[src/hw/rtl/bilinear_wrap_texture_sampler_unit_assert.svh]
// assertion macros for the texture sampler top level
// expects clk and rst in the scope of each use
`ifndef BILINEAR_WRAP_TEXTURE_SAMPLER_UNIT_ASSERT_SVH
`define BILINEAR_WRAP_TEXTURE_SAMPLER_UNIT_ASSERT_SVH

// same-cycle implication
`define BWTS_ASSERT_NOW(lbl, ante, cons) \
  lbl: assert property (@(posedge clk) disable iff (rst) (ante) |-> (cons)) \
    else $error("bwts check failed");

// next-cycle implication
`define BWTS_ASSERT_NEXT(lbl, ante, cons) \
  lbl: assert property (@(posedge clk) disable iff (rst) (ante) |=> (cons)) \
    else $error("bwts check failed");

`endif

[src/hw/rtl/bwts_pkg.sv]
// shared types, constants and helpers for the texture sampler
// no dependencies
package bwts_pkg;

  localparam int MAX_DIM    = 256;
  localparam int CHAN_BITS  = 12;
  localparam int FRAC_BITS  = 8;
  localparam int COORD_BITS = 24;
  localparam int PIX_BITS   = 8;
  localparam int DIM_BITS   = 9;
  localparam int ADDR_BITS  = 16;
  localparam int INT_BITS   = COORD_BITS - FRAC_BITS;
  localparam int LERP_W     = CHAN_BITS + FRAC_BITS;
  localparam int SUM_W      = CHAN_BITS + 2 * FRAC_BITS;

  localparam logic [1:0] OP_WRITE  = 2'd0;
  localparam logic [1:0] OP_READ   = 2'd1;
  localparam logic [1:0] OP_SAMPLE = 2'd2;
  localparam logic [1:0] OP_NONE   = 2'd3;

  localparam logic CFG_WIDTH  = 1'b0;
  localparam logic CFG_HEIGHT = 1'b1;

  typedef struct packed {
    logic [1:0]                   op;
    logic [PIX_BITS-1:0]          pix_x;
    logic [PIX_BITS-1:0]          pix_y;
    logic [CHAN_BITS-1:0]         red_in;
    logic [CHAN_BITS-1:0]         green_in;
    logic [CHAN_BITS-1:0]         blue_in;
    logic signed [COORD_BITS-1:0] sample_x;
    logic signed [COORD_BITS-1:0] sample_y;
  } cmd_t;

  typedef struct packed {
    logic [CHAN_BITS-1:0] red_out;
    logic [CHAN_BITS-1:0] green_out;
    logic [CHAN_BITS-1:0] blue_out;
  } result_t;

  typedef struct packed {
    logic [CHAN_BITS-1:0] r;
    logic [CHAN_BITS-1:0] g;
    logic [CHAN_BITS-1:0] b;
  } pix_t;

  typedef struct packed {
    logic                       start;
    logic signed [INT_BITS-1:0] value;
    logic [DIM_BITS-1:0]        divisor;
  } mod_req_t;

  typedef struct packed {
    logic                done;
    logic [PIX_BITS-1:0] rem;
  } mod_rsp_t;

  function automatic logic [DIM_BITS-1:0] eff_dim(input logic [DIM_BITS-1:0] d);
    logic [DIM_BITS-1:0] r;
    if (d == '0) r = DIM_BITS'(1);
    else if (d > DIM_BITS'(MAX_DIM)) r = DIM_BITS'(MAX_DIM);
    else r = d;
    return r;
  endfunction

  function automatic logic [CHAN_BITS-1:0] chan_of(input pix_t p, input logic [1:0] c);
    logic [CHAN_BITS-1:0] v;
    case (c)
      2'd0:    v = p.r;
      2'd1:    v = p.g;
      default: v = p.b;
    endcase
    return v;
  endfunction

endpackage

[src/hw/rtl/bwts_mod.sv]
// iterative floor-modulo unit, one remainder bit per cycle
// depends on bwts_pkg
module bwts_mod (
  input  logic              clk,
  input  logic              rst,
  input  bwts_pkg::mod_req_t req,
  output bwts_pkg::mod_rsp_t rsp
);
  import bwts_pkg::*;

  localparam int CNT_W = $clog2(INT_BITS + 1);

  logic [INT_BITS-1:0] mag;
  logic [DIM_BITS-1:0] rem;
  logic [DIM_BITS-1:0] div;
  logic [CNT_W-1:0]    cnt;
  logic                run;
  logic                neg;
  logic                done;
  logic [DIM_BITS:0]   trial;
  logic [DIM_BITS-1:0] rem_next;
  logic [DIM_BITS-1:0] fin;

  always_comb begin
    trial = {rem, mag[INT_BITS-1]};
    if (trial >= {1'b0, div}) rem_next = DIM_BITS'(trial - {1'b0, div});
    else rem_next = trial[DIM_BITS-1:0];
    if (neg && rem != '0) fin = div - rem;
    else fin = rem;
  end

  always_ff @(posedge clk) begin
    if (rst) begin
      run  <= 1'b0;
      done <= 1'b0;
      cnt  <= '0;
    end else begin
      done <= 1'b0;
      if (req.start) begin
        run <= 1'b1;
        cnt <= '0;
        neg <= req.value[INT_BITS-1];
        mag <= req.value[INT_BITS-1] ? INT_BITS'(-req.value) : INT_BITS'(req.value);
        rem <= '0;
        div <= req.divisor;
      end else if (run) begin
        rem <= rem_next;
        mag <= {mag[INT_BITS-2:0], 1'b0};
        cnt <= cnt + 1'b1;
        if (cnt == CNT_W'(INT_BITS - 1)) begin
          run  <= 1'b0;
          done <= 1'b1;
        end
      end
    end
  end

  assign rsp.done = done;
  assign rsp.rem  = fin[PIX_BITS-1:0];

endmodule

[config.mk]
export PLATFORM = sky130hd
export DESIGN_NAME = bwts_mod
export DESIGN_NICKNAME = d
export VERILOG_FILES = /design/src/hw/rtl/bilinear_wrap_texture_sampler_unit_assert.svh /design/src/hw/rtl/bwts_pkg.sv /design/src/hw/rtl/bwts_mod.sv
export SDC_FILE = /design/constraint.sdc
export NUM_CORES = 1
export LEC_CHECK = 0
export BUFFER_PORTS_ARGS = -buffer_cell sky130_fd_sc_hd__buf_4
export CAP_MARGIN = 15
export CELL_PAD_IN_SITES_DETAIL_PLACEMENT = 1
export CELL_PAD_IN_SITES_GLOBAL_PLACEMENT = 1
export CORE_ASPECT_RATIO = 1.4
export CORE_UTILIZATION = 40
export DETAILED_ROUTE_END_ITERATION = 7
export PLACE_DENSITY_LB_ADDON = 0.05
export SYNTH_ARGS = -nofsm -noshare
export SYNTH_HDL_FRONTEND = slang
export SYNTH_SLANG_ARGS = --single-unit
[constraint.sdc]
create_clock -name clk -period 4 [get_ports clk]
set_clock_uncertainty 0.1 [all_clocks]
set_input_delay 0.4 -clock clk [delete_from_list [all_inputs] [get_ports clk]]
set_output_delay 0.4 -clock clk [all_outputs]
set_load 0.1 [all_outputs]
## After elaboration in Yosys (flattened, before gate mapping)

Index checks and enable logic that the tools add are counted.

- Word-level logic and storage cells: 32
- Input bits: 28
- Output and inout bits: 9
- Bits in registers: 42

- Mux-type cells: 10
- Bitwise logic cells: 2
- $lt $le $gt $ge: 1
- Equal/unequal tests: 1
- Reductions and logical operators: 7
- $add $sub $neg: 4

Operators with widths:

| kind | count |
|---|---|
| $mux W16 | 3 |
| $mux W9 | 2 |
| $neg A16 Y16 | 1 |
| $ge A10 B9 Y1 | 1 |
| $reduce_bool A9 Y1 | 1 |
| $sub A9 B9 Y9 | 1 |
| $mux W8 | 1 |
| $sub A8 B8 Y8 | 1 |
| $add A5 B1 Y5 const B | 1 |
| $eq A5 B4 Y1 const B | 1 |
| $mux W1 | 4 |
| $reduce_and A2 Y1 | 2 |
| $reduce_or A3 Y1 | 1 |
| $not A1 Y1 | 2 |
| $reduce_bool A2 Y1 | 1 |
| $reduce_or A2 Y1 | 1 |
| $logic_and A1 B1 Y1 | 1 |

## Depth between registers and ports, before layout

- Depth after elaboration: 4
- Mapped depth: 10
- Gate-level depth less buffers: 9

## Worst setup path after synthesis

Ideal clock, no wire load.

- Kind: reg-to-output
- Start point: register rem[0]
- End point: output port rsp[4] (netlist bit)
- Slack: -0.067 ns
- Path buffers: 0
- Data required time: 3.500 ns
- Cell stages (with the launch flop): 8
- Arrival: 3.567 ns
- Path through: edfxtp_1 ha_1 inv_1 fa_1 a21o_1 a21oi_1 xor2_1 o21ai_0

RTL lines:

| what | line | text |
|---|---|---|
| from (decl) | bwts_mod.sv:14 | `logic [DIM_BITS-1:0] rem;` |
| from (signal assigned) | bwts_mod.sv:47 | `rem <= rem_next;` |
| to (decl) | bwts_mod.sv:7 | `output bwts_pkg::mod_rsp_t rsp` |

==> out/results.ini <==
[synth]
ys.flop_type = edfxtp_1
ys_top_cells_by_area = edfxtp_1 (38%), ha_1 (8.5%), dfxtp_1 (5.0%)
synth_commonest_cells = nor2_1 (37), edfxtp_1 (35), inv_1 (27), a21oi_1 (22), ha_1 (19)
yosys_warnings = 0
async_flop_share_pct = 0
synth_cell_types = 53
syn_avg_cell_area_um2 = 10.1
synth-seq-cells = 42
synth_fp_nets = 324
yosysMostFrequentCell = nor2_1
seq_area_frac_synth_pct = 42.7
synth_top_area_share_pct = 37.7
synth_edf_count = 35
synth_top_cell_by_area = edfxtp_1
netlist_instances = 275
syn_area_um2 = 2790

[power]
seqPwrFrac_pct = 41.6
leakagePower_nw = 1.34
max-vdd-ir-drop_mv = 0.240
p_switching_mw = 0.485
pwr-share-clk_pct = 20.6
report.power.total_mw = 1.29
p_int_mw = 0.804
p_sw_share_pct = 37.6
cellPowerDensity_nw_per_um2 = 400
p_comb_share_pct = 37.8

[sta]
relSlewSlack_pct = 34.3
finalHoldViolations = 0
period_needed_ps = 3010
fin_crit_sh_pct = 75.3
fmax_mhz = 332
timing.final.ws_setup_ps = 989
rsz0062_at_grt = false
setup_viol = 0
worst_pin_slew_ps = 983
fin_setup_tns_ps = 0
report.final.slew_viol_count = 0

[clocking]
post_cts_resized = 0
cts_max_level = 2
cts_tree = built
postCtsSetupBuffers = 0
cts_root_buf = clkbuf_8
cts_hold_buf = 0
worstSkewPairLatency_ps = 300
numCtsBuffers = 5
cts.clk_slew.worst_paths_ps = 80
clk_path_buf_depth = 2
cts_sinks = 42

[floorplan]
dieArea_um2 = 7320
row_count = 35
core_area_um2 = 6660
fp.dieW_um = 72.6
die_y_um = 101
boundaryPins = 37
start_util_pct = 41.9

[worst_setup_path]
worst_ep_arrival_time_ps = 2510
critPathRequiredTime_ps = 3500
critical_path.top_delay_family = adder cells
rr_endpoint = rem[0]
cp_slowest_cell = edfxtp_1
endpoint_kind = output pin
crit_type = reg2out
worst-path-buf-inv = 2
worstSetupStartpointType = register
cp_cell_sequence = ha_1 -> inv_1 -> fa_1 -> a211oi_1 -> o21bai_1 -> a21oi_1 -> xor2_1 -> mux2i_1 -> buf_4
worstReg2RegStart = mag[15]
critPathMaxFanout = 6
r2r_slack_ps = 1110
rr_worst_depth = 9
slowest_delay_ps = 490

[routing]
postRouteAntennaNets = 0
wl_per_cell_um = 15.3
via_per_inst = 5.20
first_pass_iters = 4
wl_mm = 6.17
vias = 2094
initialDrtViolationCount = 50
drc = 0

[cells_and_area]
area_growth_pct = 15.6
diodes = 0
finalInstanceArea_um2 = 3220
final_nets = 359
regArea_um2 = 1190
n_fill_cell = 791
multiInputGateArea_um2 = 1450
drive_gt1_share_pct = 19.9

[global_routing]
grt_remaining_overflow = 0
track_usage_pct = 18.3
grt_pass1_vias = 2134
antenna_found_initial = 0
grt_max_degree = 38
grt_pass1_wl_mm = 10.3

[hold_path]
whs_endpoint = div[2]
hold_path_class = in2reg
whs_path_depth = 1
hp-start = req[2]

[placed_design]
preCtsSetupSlack_ps = 1110
dpl-instance-area_um2 = 3140
dp_hpwl_mm = 4.86
portBuffers = 36
gp_congestion = 0.752

[job]
maxCapViolations = 0

[outcome]
outcome = complete, no violations

[sequential cells by signal, summed over array words and instances (netlist names)]
register  flops
mag          16
rem           9
div           9
run           1
done          1
cnt           5
neg           1
[per-layer routing]
metal	vias to the layer above	global-route usage, %	part of all wire, %
li1	1047	-	-
met1	1015	21.2	43
met2	24	33.6	54
met3	8	2.40	1.7
met4	0	6.94	2.0
met5	-	0	0
[layout by cell type, fill, tap and decap left out, types with 3 or more instances in the layout]
| cell type | Yosys | layout |
|---|---|---|
| xnor2_1 | 12 | 12 |
| buf_4 | 1 | 38 |
| nor2_1 | 37 | 36 |
| o21a_1 | 3 | 3 |
| a211oi_1 | 3 | 3 |
| inv_1 | 27 | 27 |
| xor2_1 | 14 | 14 |
| dfxtp_1 | 7 | 7 |
| or3_1 | 3 | 3 |
| a21oi_1 | 22 | 22 |
| clkbuf_8 | 0 | 5 |
| a21o_1 | 4 | 4 |
| nand3_1 | 4 | 4 |
| mux2i_1 | 8 | 8 |
| nand2_1 | 12 | 12 |
| ha_1 | 19 | 19 |
| mux2_2 | 5 | 5 |
| edfxtp_1 | 35 | 35 |
| o21ai_0 | 11 | 10 |
[final cells by class]
cell class                 instances  area share (%)
inverter                          27            3.14
clock buffer                       6            2.25
multi-input combinational        196            45.0
clock inverter                     2           0.272
tap                               92            3.57
sequential                        42            37.0
timing repair buffer              38            8.85
[metrics by stage]
step                util [%]  instances  hold WS [ps]
finish                  48.4        403           174
global route            48.4        403           157
CTS                     48.4        403           168
detailed placement      47.2        395           388
global placement        47.2        395           367
floorplan                  -        275           356
[logic make-up after synthesis]
| kind of cell | share of synthesized area [%] |
|---|---|
| fa+ha+maj | 9.96 |
| xor+xnor | 8.17 |
| simple gates | 12.1 |
| compound gates | 16.0 |
| mux | 5.70 |
| buf+inv | 5.43 |
| flops | 42.7 |
[power groups by stage]
stage          clock network (mW)  registers, mW  logic [mW]
2_1_floorplan                   0          0.538       0.382
3_3_place_gp                    0          0.546       0.482
3_5_place_dp                    0          0.547       0.490
4_1_cts                     0.272          0.537       0.492
5_1_grt                     0.288          0.541       0.531
6_report                    0.265          0.537       0.487
[worst max-delay path by stage]
stage,startpoint,to,slack [ps],cells past startpoint
4_1_cts,rem[0],rsp[6],950,9
2_1_floorplan,rem[2],rsp[3],200,6
6_report,rem[0],rsp[6],990,9
5_1_grt,rem[0],rsp[6],760,9
3_3_place_gp,mag[15],rem[0],1160,9
3_5_place_dp,mag[15],rem[0],1110,9
No activity file was read; power rests on OpenSTA's default activity.
