==> config.mk <==
export PLATFORM = sky130hd
export DESIGN_NAME = bwts_lerp
export DESIGN_NICKNAME = d
export VERILOG_FILES = /design/src/hw/rtl/bilinear_wrap_texture_sampler_unit_assert.svh /design/src/hw/rtl/bwts_pkg.sv /design/src/hw/rtl/bwts_lerp.sv
export SDC_FILE = /design/constraint.sdc
export NUM_CORES = 1
export LEC_CHECK = 0
export BUFFER_PORTS_ARGS = -buffer_cell sky130_fd_sc_hd__buf_2
export CORE_AREA = 2 2 151 153
export CTS_BUF_LIST = sky130_fd_sc_hd__clkbuf_8
export DETAILED_ROUTE_END_ITERATION = 8
export DIE_AREA = 0 0 153 155
export PLACE_DENSITY = 0.7
export SLEW_MARGIN = 40
export SYNTH_ARGS = -nofsm -noshare
export SYNTH_HDL_FRONTEND = slang
export SYNTH_SLANG_ARGS = --single-unit
==> constraint.sdc <==
create_clock -name clk -period 18.4 [get_ports clk]
set_clock_uncertainty 0.15 [all_clocks]
set_input_delay 3.68 -clock clk [delete_from_list [all_inputs] [get_ports clk]]
set_output_delay 3.68 -clock clk [all_outputs]
set_load 0.01 [all_outputs]
==> src/hw/rtl/bilinear_wrap_texture_sampler_unit_assert.svh <==
// assertion macros for the texture sampler top level
// expects clk and rst in the scope of each use
`ifndef BILINEAR_WRAP_TEXTURE_SAMPLER_UNIT_ASSERT_SVH
`define BILINEAR_WRAP_TEXTURE_SAMPLER_UNIT_ASSERT_SVH

// same-cycle implication
`define BWTS_ASSERT_NOW(lbl, ante, cons) \
  lbl: assert property (@(posedge clk) disable iff (rst) (ante) |-> (cons)) \
    else $error("bwts check failed");

// next-cycle implication
`define BWTS_ASSERT_NEXT(lbl, ante, cons) \
  lbl: assert property (@(posedge clk) disable iff (rst) (ante) |=> (cons)) \
    else $error("bwts check failed");

`endif

==> src/hw/rtl/bwts_pkg.sv <==
// shared types, constants and helpers for the texture sampler
// no dependencies
package bwts_pkg;

  localparam int MAX_DIM    = 256;
  localparam int CHAN_BITS  = 12;
  localparam int FRAC_BITS  = 8;
  localparam int COORD_BITS = 24;
  localparam int PIX_BITS   = 8;
  localparam int DIM_BITS   = 9;
  localparam int ADDR_BITS  = 16;
  localparam int INT_BITS   = COORD_BITS - FRAC_BITS;
  localparam int LERP_W     = CHAN_BITS + FRAC_BITS;
  localparam int SUM_W      = CHAN_BITS + 2 * FRAC_BITS;

  localparam logic [1:0] OP_WRITE  = 2'd0;
  localparam logic [1:0] OP_READ   = 2'd1;
  localparam logic [1:0] OP_SAMPLE = 2'd2;
  localparam logic [1:0] OP_NONE   = 2'd3;

  localparam logic CFG_WIDTH  = 1'b0;
  localparam logic CFG_HEIGHT = 1'b1;

  typedef struct packed {
    logic [1:0]                   op;
    logic [PIX_BITS-1:0]          pix_x;
    logic [PIX_BITS-1:0]          pix_y;
    logic [CHAN_BITS-1:0]         red_in;
    logic [CHAN_BITS-1:0]         green_in;
    logic [CHAN_BITS-1:0]         blue_in;
    logic signed [COORD_BITS-1:0] sample_x;
    logic signed [COORD_BITS-1:0] sample_y;
  } cmd_t;

  typedef struct packed {
    logic [CHAN_BITS-1:0] red_out;
    logic [CHAN_BITS-1:0] green_out;
    logic [CHAN_BITS-1:0] blue_out;
  } result_t;

  typedef struct packed {
    logic [CHAN_BITS-1:0] r;
    logic [CHAN_BITS-1:0] g;
    logic [CHAN_BITS-1:0] b;
  } pix_t;

  typedef struct packed {
    logic                       start;
    logic signed [INT_BITS-1:0] value;
    logic [DIM_BITS-1:0]        divisor;
  } mod_req_t;

  typedef struct packed {
    logic                done;
    logic [PIX_BITS-1:0] rem;
  } mod_rsp_t;

  function automatic logic [DIM_BITS-1:0] eff_dim(input logic [DIM_BITS-1:0] d);
    logic [DIM_BITS-1:0] r;
    if (d == '0) r = DIM_BITS'(1);
    else if (d > DIM_BITS'(MAX_DIM)) r = DIM_BITS'(MAX_DIM);
    else r = d;
    return r;
  endfunction

  function automatic logic [CHAN_BITS-1:0] chan_of(input pix_t p, input logic [1:0] c);
    logic [CHAN_BITS-1:0] v;
    case (c)
      2'd0:    v = p.r;
      2'd1:    v = p.g;
      default: v = p.b;
    endcase
    return v;
  endfunction

endpackage

==> src/hw/rtl/bwts_lerp.sv <==
// registered linear blend a*(1-f) + b*f, shared by all blend steps
// depends on bwts_pkg
module bwts_lerp (
  input  logic                           clk,
  input  logic [bwts_pkg::LERP_W-1:0]    a,
  input  logic [bwts_pkg::LERP_W-1:0]    b,
  input  logic [bwts_pkg::FRAC_BITS-1:0] f,
  output logic [bwts_pkg::SUM_W-1:0]     sum
);
  import bwts_pkg::*;

  logic [FRAC_BITS:0]          one_minus;
  logic [LERP_W+FRAC_BITS:0]   pa;
  logic [LERP_W+FRAC_BITS:0]   pb;
  logic [LERP_W+FRAC_BITS+1:0] tot;

  always_comb begin
    one_minus = (FRAC_BITS+1)'(1 << FRAC_BITS) - {1'b0, f};
    pa  = (LERP_W+FRAC_BITS+1)'(a * one_minus);
    pb  = (LERP_W+FRAC_BITS+1)'(b * {1'b0, f});
    tot = {1'b0, pa} + {1'b0, pb};
  end

  always_ff @(posedge clk) begin
    sum <= tot[SUM_W-1:0];
  end

endmodule

# After elaboration in Yosys (flattened, before gate mapping)

Index checks and enable logic that the tools add are counted.

Logic and storage cells: 5
Output and inout port bits: 28
Input port bits: 49
Bits in registers: 28

Multipliers: 2
Add/sub/neg operators: 2

Operator list:

| cell                | number |
|---|---|
| $add 28x28->28      | 1 |
| $mul 20x8->28       | 1 |
| $mul 20x9->28       | 1 |
| $sub 9x8->9 const A | 1 |

# Longest topological paths before layout

Gate-level depths: netlist of run 1.

Depth in word-level cells: 3
Depth in mapped cells: 29
Mapped depth without buffers: 25

# Worst setup path after synthesis of run 1

Ideal clock, no wire load.

Path type: in2reg
Start point: input f[0] (netlist name)
End point: register sum[24] (netlist name)
Slack: 8.425 ns
Arrival time: 9.693 ns
Path buffers: 3
Data required time: 18.118 ns
Stages on the path: 26
Setup time: 0.132 ns
Path through: clkbuf_1 -> inv_1 -> ha_1 -> nand2_1 -> or3_1 -> nor3_1 -> buf_2 -> buf_2 -> nand2_1 -> fa_1 -> inv_1 -> fa_1 -> fa_1 -> fa_1 -> fa_1 -> inv_1 -> fa_1 -> inv_1 -> ha_1 -> a21oi_1 -> o21ai_0 -> a221oi_2 -> o21bai_1 -> a31oi_1 -> a311oi_1 -> xor2_1

Word-level cells in the longest chain between the ends: 3
Elaborated cells on any way between the ends: 4
Those cells by class: 2 x add/sub; 2 x mul

RTL lines:

| item                 | RTL line        | RTL |
|---|---|---|
| start, declared      | bwts_lerp.sv:7  | `input logic [bwts_pkg::FRAC_BITS-1:0] f,` |
| $sub 9x8->9          | bwts_lerp.sv:18 | `one_minus = (FRAC_BITS+1)'(1 << FRAC_BITS) - {1'b0, f};` |
| $mul 20x9->28        | bwts_lerp.sv:19 | `pa = (LERP_W+FRAC_BITS+1)'(a * one_minus);` |
| $add 28x28->28 *     | bwts_lerp.sv:21 | `tot = {1'b0, pa} + {1'b0, pb};` |
| named net tot[24]    | bwts_lerp.sv:15 | `logic [LERP_W+FRAC_BITS+1:0] tot;` |
| end signal, assigned | bwts_lerp.sv:25 | `sum <= tot[SUM_W-1:0];` |
| end, declared        | bwts_lerp.sv:8  | `output logic [bwts_pkg::SUM_W-1:0] sum` |

Mark *: on every way through the listed nets, which the timed path passes. The rest lies on a longest branch.

# Worst setup path after layout of run 1

Same ends and word-level chain as after synthesis.

==> results of run 1 <==
==> routing by layer <==
metal  global-route usage [%]  share of wire, %  routed length, um
met1                     26.6                37               9450
met2                     42.6                56              14400
met3                     2.20               3.5                912
met4                     7.67               3.6                935
met5                        0                 0                  0
==> path summary, 6_finish.rpt <==
kind  startpoint  endpoint  slack, ns  cells past startpoint
max         f[0]   sum[24]       7.56                     24
min         b[0]    sum[0]       3.72                      3
==> final cells by class <==
type / count / area (um2) / area share, %
inverters: 363 / 1360 / 11.1
diodes: 2 / 5.00 / 0.0409
clock buffers: 4 / 55.1 / 0.450
repair buffers: 80 / 410 / 3.36
multi-input cells: 866 / 9470 / 77.5
well taps: 285 / 357 / 2.92
flip-flops and latches: 28 / 561 / 4.59
==> cell families after synthesis <==
family,after synthesis
flip-flops,28
AO/OA/AOI/OAI,77
XOR/XNOR,36
buffers and inverters,414
adder cells (fa/ha/maj),362
AND/OR/NAND/NOR,391
==> cells in the final DEF, fill, tap and decap left out, types with 2 or more instances in the layout <==
cell type	netlist	layout
inv_1	363	363
fa_1	281	281
nand2_1	183	183
and2_1	171	171
ha_1	81	81
buf_2	3	76
dfxtp_1	28	28
xnor2_1	25	23
a21oi_1	22	22
nor2_1	14	14
o21ai_0	14	14
xor2_1	11	11
o21bai_1	9	9
a21o_1	6	6
nand3_1	5	5
nor3_1	6	5
o211ai_1	4	4
clkbuf_8	0	4
buf_4	0	4
a211oi_1	3	3
diode_2	0	2
or3_1	2	2
xnor2_4	0	2
or2_2	2	2
o21ai_2	2	2
and3_1	2	2
a221oi_2	2	2
nand2b_1	2	2
==> worst min-delay path, stage by stage <==
cell and delay [ns]:
buf_2 0.17, and2_1 0.15, ha_1 0.12
==> through the flow <==
step                worst slack [ns]  utilization (%)  area (um2)
finish                          7.56             55.0       12200
global route                    7.11             55.0       12200
CTS                             7.65             55.0       12200
detailed placement              7.34             54.7       12200
global placement                7.19             54.6       12100
floorplan                       8.42                -       11500
==> results.sh, run 1 <==
export IMPL_synthCells=1308
export IMPL_core_um2=22200
export IMPL_status="completed"
export IMPL_grt_remaining_overflow=0
export IMPL_arrival_ns=10.85
export IMPL_dieWidth_um=153
export IMPL_synth_top_area_share_pct=48.7
export IMPL_synthTopCellsByArea="fa_1, inv_1, and2_1, ha_1, nand2_1"
export IMPL_synth_flop_cell="dfxtp_1"
export IMPL_synth_xor_area_share_pct=2.73
export IMPL_ys_top_cells_by_count="inv_1, fa_1, nand2_1"
export IMPL_fill_cells=2117
export IMPL_crit_path_top_delay_cell="nor3_4"
export IMPL_finalSetupTns_ns=0
export IMPL_yosysMostFrequentCell="inv_1"
export IMPL_antenna_found_initial=2
export IMPL_synth_area_per_cell_um2=8.82
export IMPL_start_util_pct=51.9
export IMPL_cap_viol_max_count=0
export IMPL_routed_wl_um=25700
export IMPL_die_area_um2=23700
export IMPL_die_h_um=155
export IMPL_tightest_slew_ns=0.829
export IMPL_rsz0062_at_grt="false"
export IMPL_final_period_utilization_pct=58.9
export IMPL_synth_edf_count=0
export IMPL_crit_top_cell="fa_1"
export IMPL_fmax_mhz=92.3
export IMPL_stdcell_count=1628
export IMPL_layout_nets=1753
export IMPL_largest_reg_flops=28
export IMPL_track_usage_pct=22.4
export IMPL_finalHoldViolations=0
export IMPL_syn_area_um2=11500
export IMPL_cts_root_buf="clkbuf_8"
export IMPL_synth_async_reset_ratio_pct=0
export IMPL_ys_warn_count=0
export IMPL_ctsHoldBuffers=0
export IMPL_ys_seq_elements=28
export IMPL_clk_pin_slew_ns=0.10
export IMPL_yosys_area_share_adder_pct=57.5
export IMPL_drt_pass1_iter_count=5
export IMPL_via_per_inst=5.19
export IMPL_critical_path_top_delay_family="adder cells"
export IMPL_hp_class="in -> reg"
export IMPL_maxSlewViolCount=0
export IMPL_drt_initial_drc_count=370
export IMPL_rows=55
export IMPL_num_vias=8448
export IMPL_synth_area_leader_cell="fa_1"
export IMPL_io_buffers=76
export IMPL_fin_hold_ws_ns=3.72
export IMPL_first_global_vias=8784
export IMPL_cts_setup_buffers=0
export IMPL_dp_cells=1622
export IMPL_synth_cell_types=45
export IMPL_io_pins=77
export IMPL_grt_max_degree=43
export IMPL_ant_nets=0
export IMPL_cts_htree_levels=1
export IMPL_dp_hpwl_um=21700
export IMPL_setup_viol=0
export IMPL_cts_tree="built"
export IMPL_synth_simple_gate_area_share_pct=16.8
export IMPL_grt_pass1_wl_um=42600
export IMPL_wl_per_cell_um=15.8
export IMPL_synth_top_family_by_area="adder cells"
export IMPL_top_regs="sum: 28 flops"
export IMPL_crit_path_end_kind="register"
export IMPL_fin_crit_ns=10.84
export IMPL_ys_seq_area_share_pct=4.86
export IMPL_synth_compound_area_share_pct=4.55
export IMPL_crit_fanout=42
export IMPL_place_gp_congestion=0.864
export IMPL_postSynthNetCount=1719
export IMPL_worstSetupPathType="in -> reg"
export IMPL_cts_resized_gates=0
export IMPL_cts_sinks=28
export IMPL_critPathMaxStageDelay_ns=0.61
export IMPL_slew_headroom_pct=44.7
export IMPL_path_buf_inv=5
export IMPL_crit_path_start_kind="primary input"
export IMPL_drc=0
export IMPL_muxShareOfSynthArea_pct=0
export IMPL_clockBufferDepth=2
export IMPL_path_cells="buf_2 > inv_1 > ha_1 > nand2_1 > or3_1 > nor3_4 > nand2_1 > fa_1 > inv_1 > fa_1 > fa_1 > fa_1 > fa_1 > inv_1 > fa_1 > inv_1 > ha_1 > a21oi_1 > o21ai_0 > a221oi_2 > o21bai_1 > a31oi_1 > a311oi_1 > xor2_1"
export IMPL_numCtsBuffers=3
export IMPL_area_growth_pct=5.90
export IMPL_drive_above_1_share_pct=7.31
export IMPL_regMostFlops="sum"
export IMPL_required_ns=18.41
Power of run 1 is not shown: default switching activity piles up to over one toggle a cycle in this logic, so the estimate is an artifact.
==> inputs of run 2 (changes only) <==
Settings changed: PLACE_DENSITY 0.7 to 0.73.
Clock period 18.4 ns to 9.65 ns, I/O delays scaled along.
==> run 2 against run 1 <==
Compared with the run above: worst hold slack worse by 1.7 ns; clock-buffer cell count down 1; die area unchanged; flip-flop and latch count unchanged; critical path depth is 1 higher; utilization did not move; cell area unchanged; highest routed layer unchanged.
==> results.sh, run 2 (synthesized netlist as in run 1, its figures left out) <==
export IMPL_status="completed"
export IMPL_cts_root_buf="clkbuf_8"
export IMPL_via_per_inst=5.19
export IMPL_met3_usage_pct=2.45
export IMPL_use_met2_pct=41.3
export IMPL_numCtsBuffers=3
export IMPL_tightest_slew_ns=0.738
export IMPL_mostFrequentLayoutCells="inv_1, fa_1, nand2_1"
export IMPL_clk_pin_slew_ns=0.10
export IMPL_ant_nets=0
export IMPL_io_buffers=76
export IMPL_dp_hpwl_um=21400
export IMPL_cts_tree="built"
export IMPL_final_common_cell="inv_1"
export IMPL_drc=0
export IMPL_clockBufferDepth=2
export IMPL_dieWidth_um=153
export IMPL_first_global_vias=8881
export IMPL_core_um2=22200
export IMPL_num_vias=8457
export IMPL_hp_class="in -> reg"
export IMPL_grt_max_degree=42
export IMPL_drt_pass1_iter_count=4
export IMPL_maxSlewViolCount=0
export IMPL_wl_per_cell_um=15.5
export IMPL_area_growth_pct=5.90
export IMPL_worstSetupPathType="in -> reg"
export IMPL_routed_wl_um=25300
export IMPL_finalSetupTns_ns=0
export IMPL_layout_nets=1757
export IMPL_drt_initial_drc_count=448
export IMPL_cts_sinks=28
export IMPL_crit_end="sum[24]"
export IMPL_cts_setup_buffers=0
export IMPL_ctsHoldBuffers=0
export IMPL_die_area_um2=23700
export IMPL_arrival_ns=8.73
export IMPL_finalHoldViolations=0
export IMPL_crit_path_start_kind="primary input"
export IMPL_cp_startpoint="f[1]"
export IMPL_top_regs="sum: 28 flops"
export IMPL_start_util_pct=51.9
export IMPL_antenna_found_initial=1
export IMPL_largest_reg_flops=28
export IMPL_crit_path_end_kind="register"
export IMPL_regMostFlops="sum"
export IMPL_required_ns=9.67
export IMPL_die_h_um=155
export IMPL_postLayoutCellArea_um2=12200
export IMPL_drive_above_1_share_pct=7.43
export IMPL_cts_htree_levels=1
export IMPL_fin_crit_ns=8.72
export IMPL_setup_viol=0
export IMPL_crit_fanout=22
export IMPL_final_period_utilization_pct=90.3
export IMPL_rsz0062_at_grt="false"
export IMPL_rows=55
export IMPL_grt_busiest_layer="met2"
export IMPL_slew_headroom_pct=50.8
export IMPL_track_usage_pct=22.5
export IMPL_io_pins=77
export IMPL_grt_remaining_overflow=0
export IMPL_cap_viol_max_count=0
export IMPL_cts_resized_gates=0
export IMPL_fill_cells=2047
export IMPL_fmax_mhz=115
export IMPL_dpl_cell_area_um2=12100
export IMPL_grt_use_met1_pct=27.3
export IMPL_grt_pass1_wl_um=42600
export IMPL_place_gp_congestion=0.861
-- run 2: worst min-delay path by stage --
| stage | cells after the start | endpoint | startpoint |
|---|---|---|---|
| after floorplan | 2 | sum[0] | a[0] |
| after global placement | 1 | sum[2] | sum[2] |
| after detailed placement | 1 | sum[1] | sum[1] |
| after CTS | 3 | sum[0] | a[0] |
| after global routing | 3 | sum[0] | a[0] |
| final | 3 | sum[0] | a[0] |
-- run 2: area by class of cell --
cell class | instances | area (um2) | area share (%)
antenna | 1 | 2.50 | 0.0205
tap | 285 | 357 | 2.92
clock inverter | 1 | 30.0 | 0.246
timing repair buffer | 84 | 440 | 3.60
clock buffer | 3 | 41.3 | 0.338
multi-input combinational | 866 | 9430 | 77.1
inverter | 363 | 1360 | 11.1
sequential | 28 | 561 | 4.59
-- run 2: per-stage QoR --
step	std cells	hold slack [ns]	setup slack, ns	util (%)
after floorplan	1308	2.02	1.42	-
after global placement	1626	2.17	0.901	54.7
after detailed placement	1626	2.17	0.718	54.7
after CTS	1630	1.97	1.03	55.0
after global routing	1630	1.98	0.595	55.0
final	1631	1.97	0.934	55.0
-- run 2: worst max-delay path: stages --
cell and delay (ns):
buf_2 0.24, inv_1 0.13, ha_1 0.18, nand2_1 0.08
or3_1 0.36, xor2_1 0.47, and2_1 0.23, fa_1 0.42
inv_1 0.08, fa_1 0.43, fa_1 0.51, inv_1 0.05
fa_1 0.51, fa_1 0.51, inv_1 0.06, fa_1 0.48
inv_1 0.04, ha_1 0.33, a21oi_1 0.15, o21ai_0 0.15
a221oi_2 0.48, o21bai_1 0.17, a31oi_1 0.39, a311oi_1 0.18
xor2_1 0.17
-- run 2: layer usage --
metal | routed length (um) | vias to the layer above
met3 | 1070 | 58
met5 | 0 | -
li1 | - | 3798
met2 | 13800 | 229
met4 | 1020 | 0
met1 | 9340 | 4372
Power of run 2 is left out for the same reason.
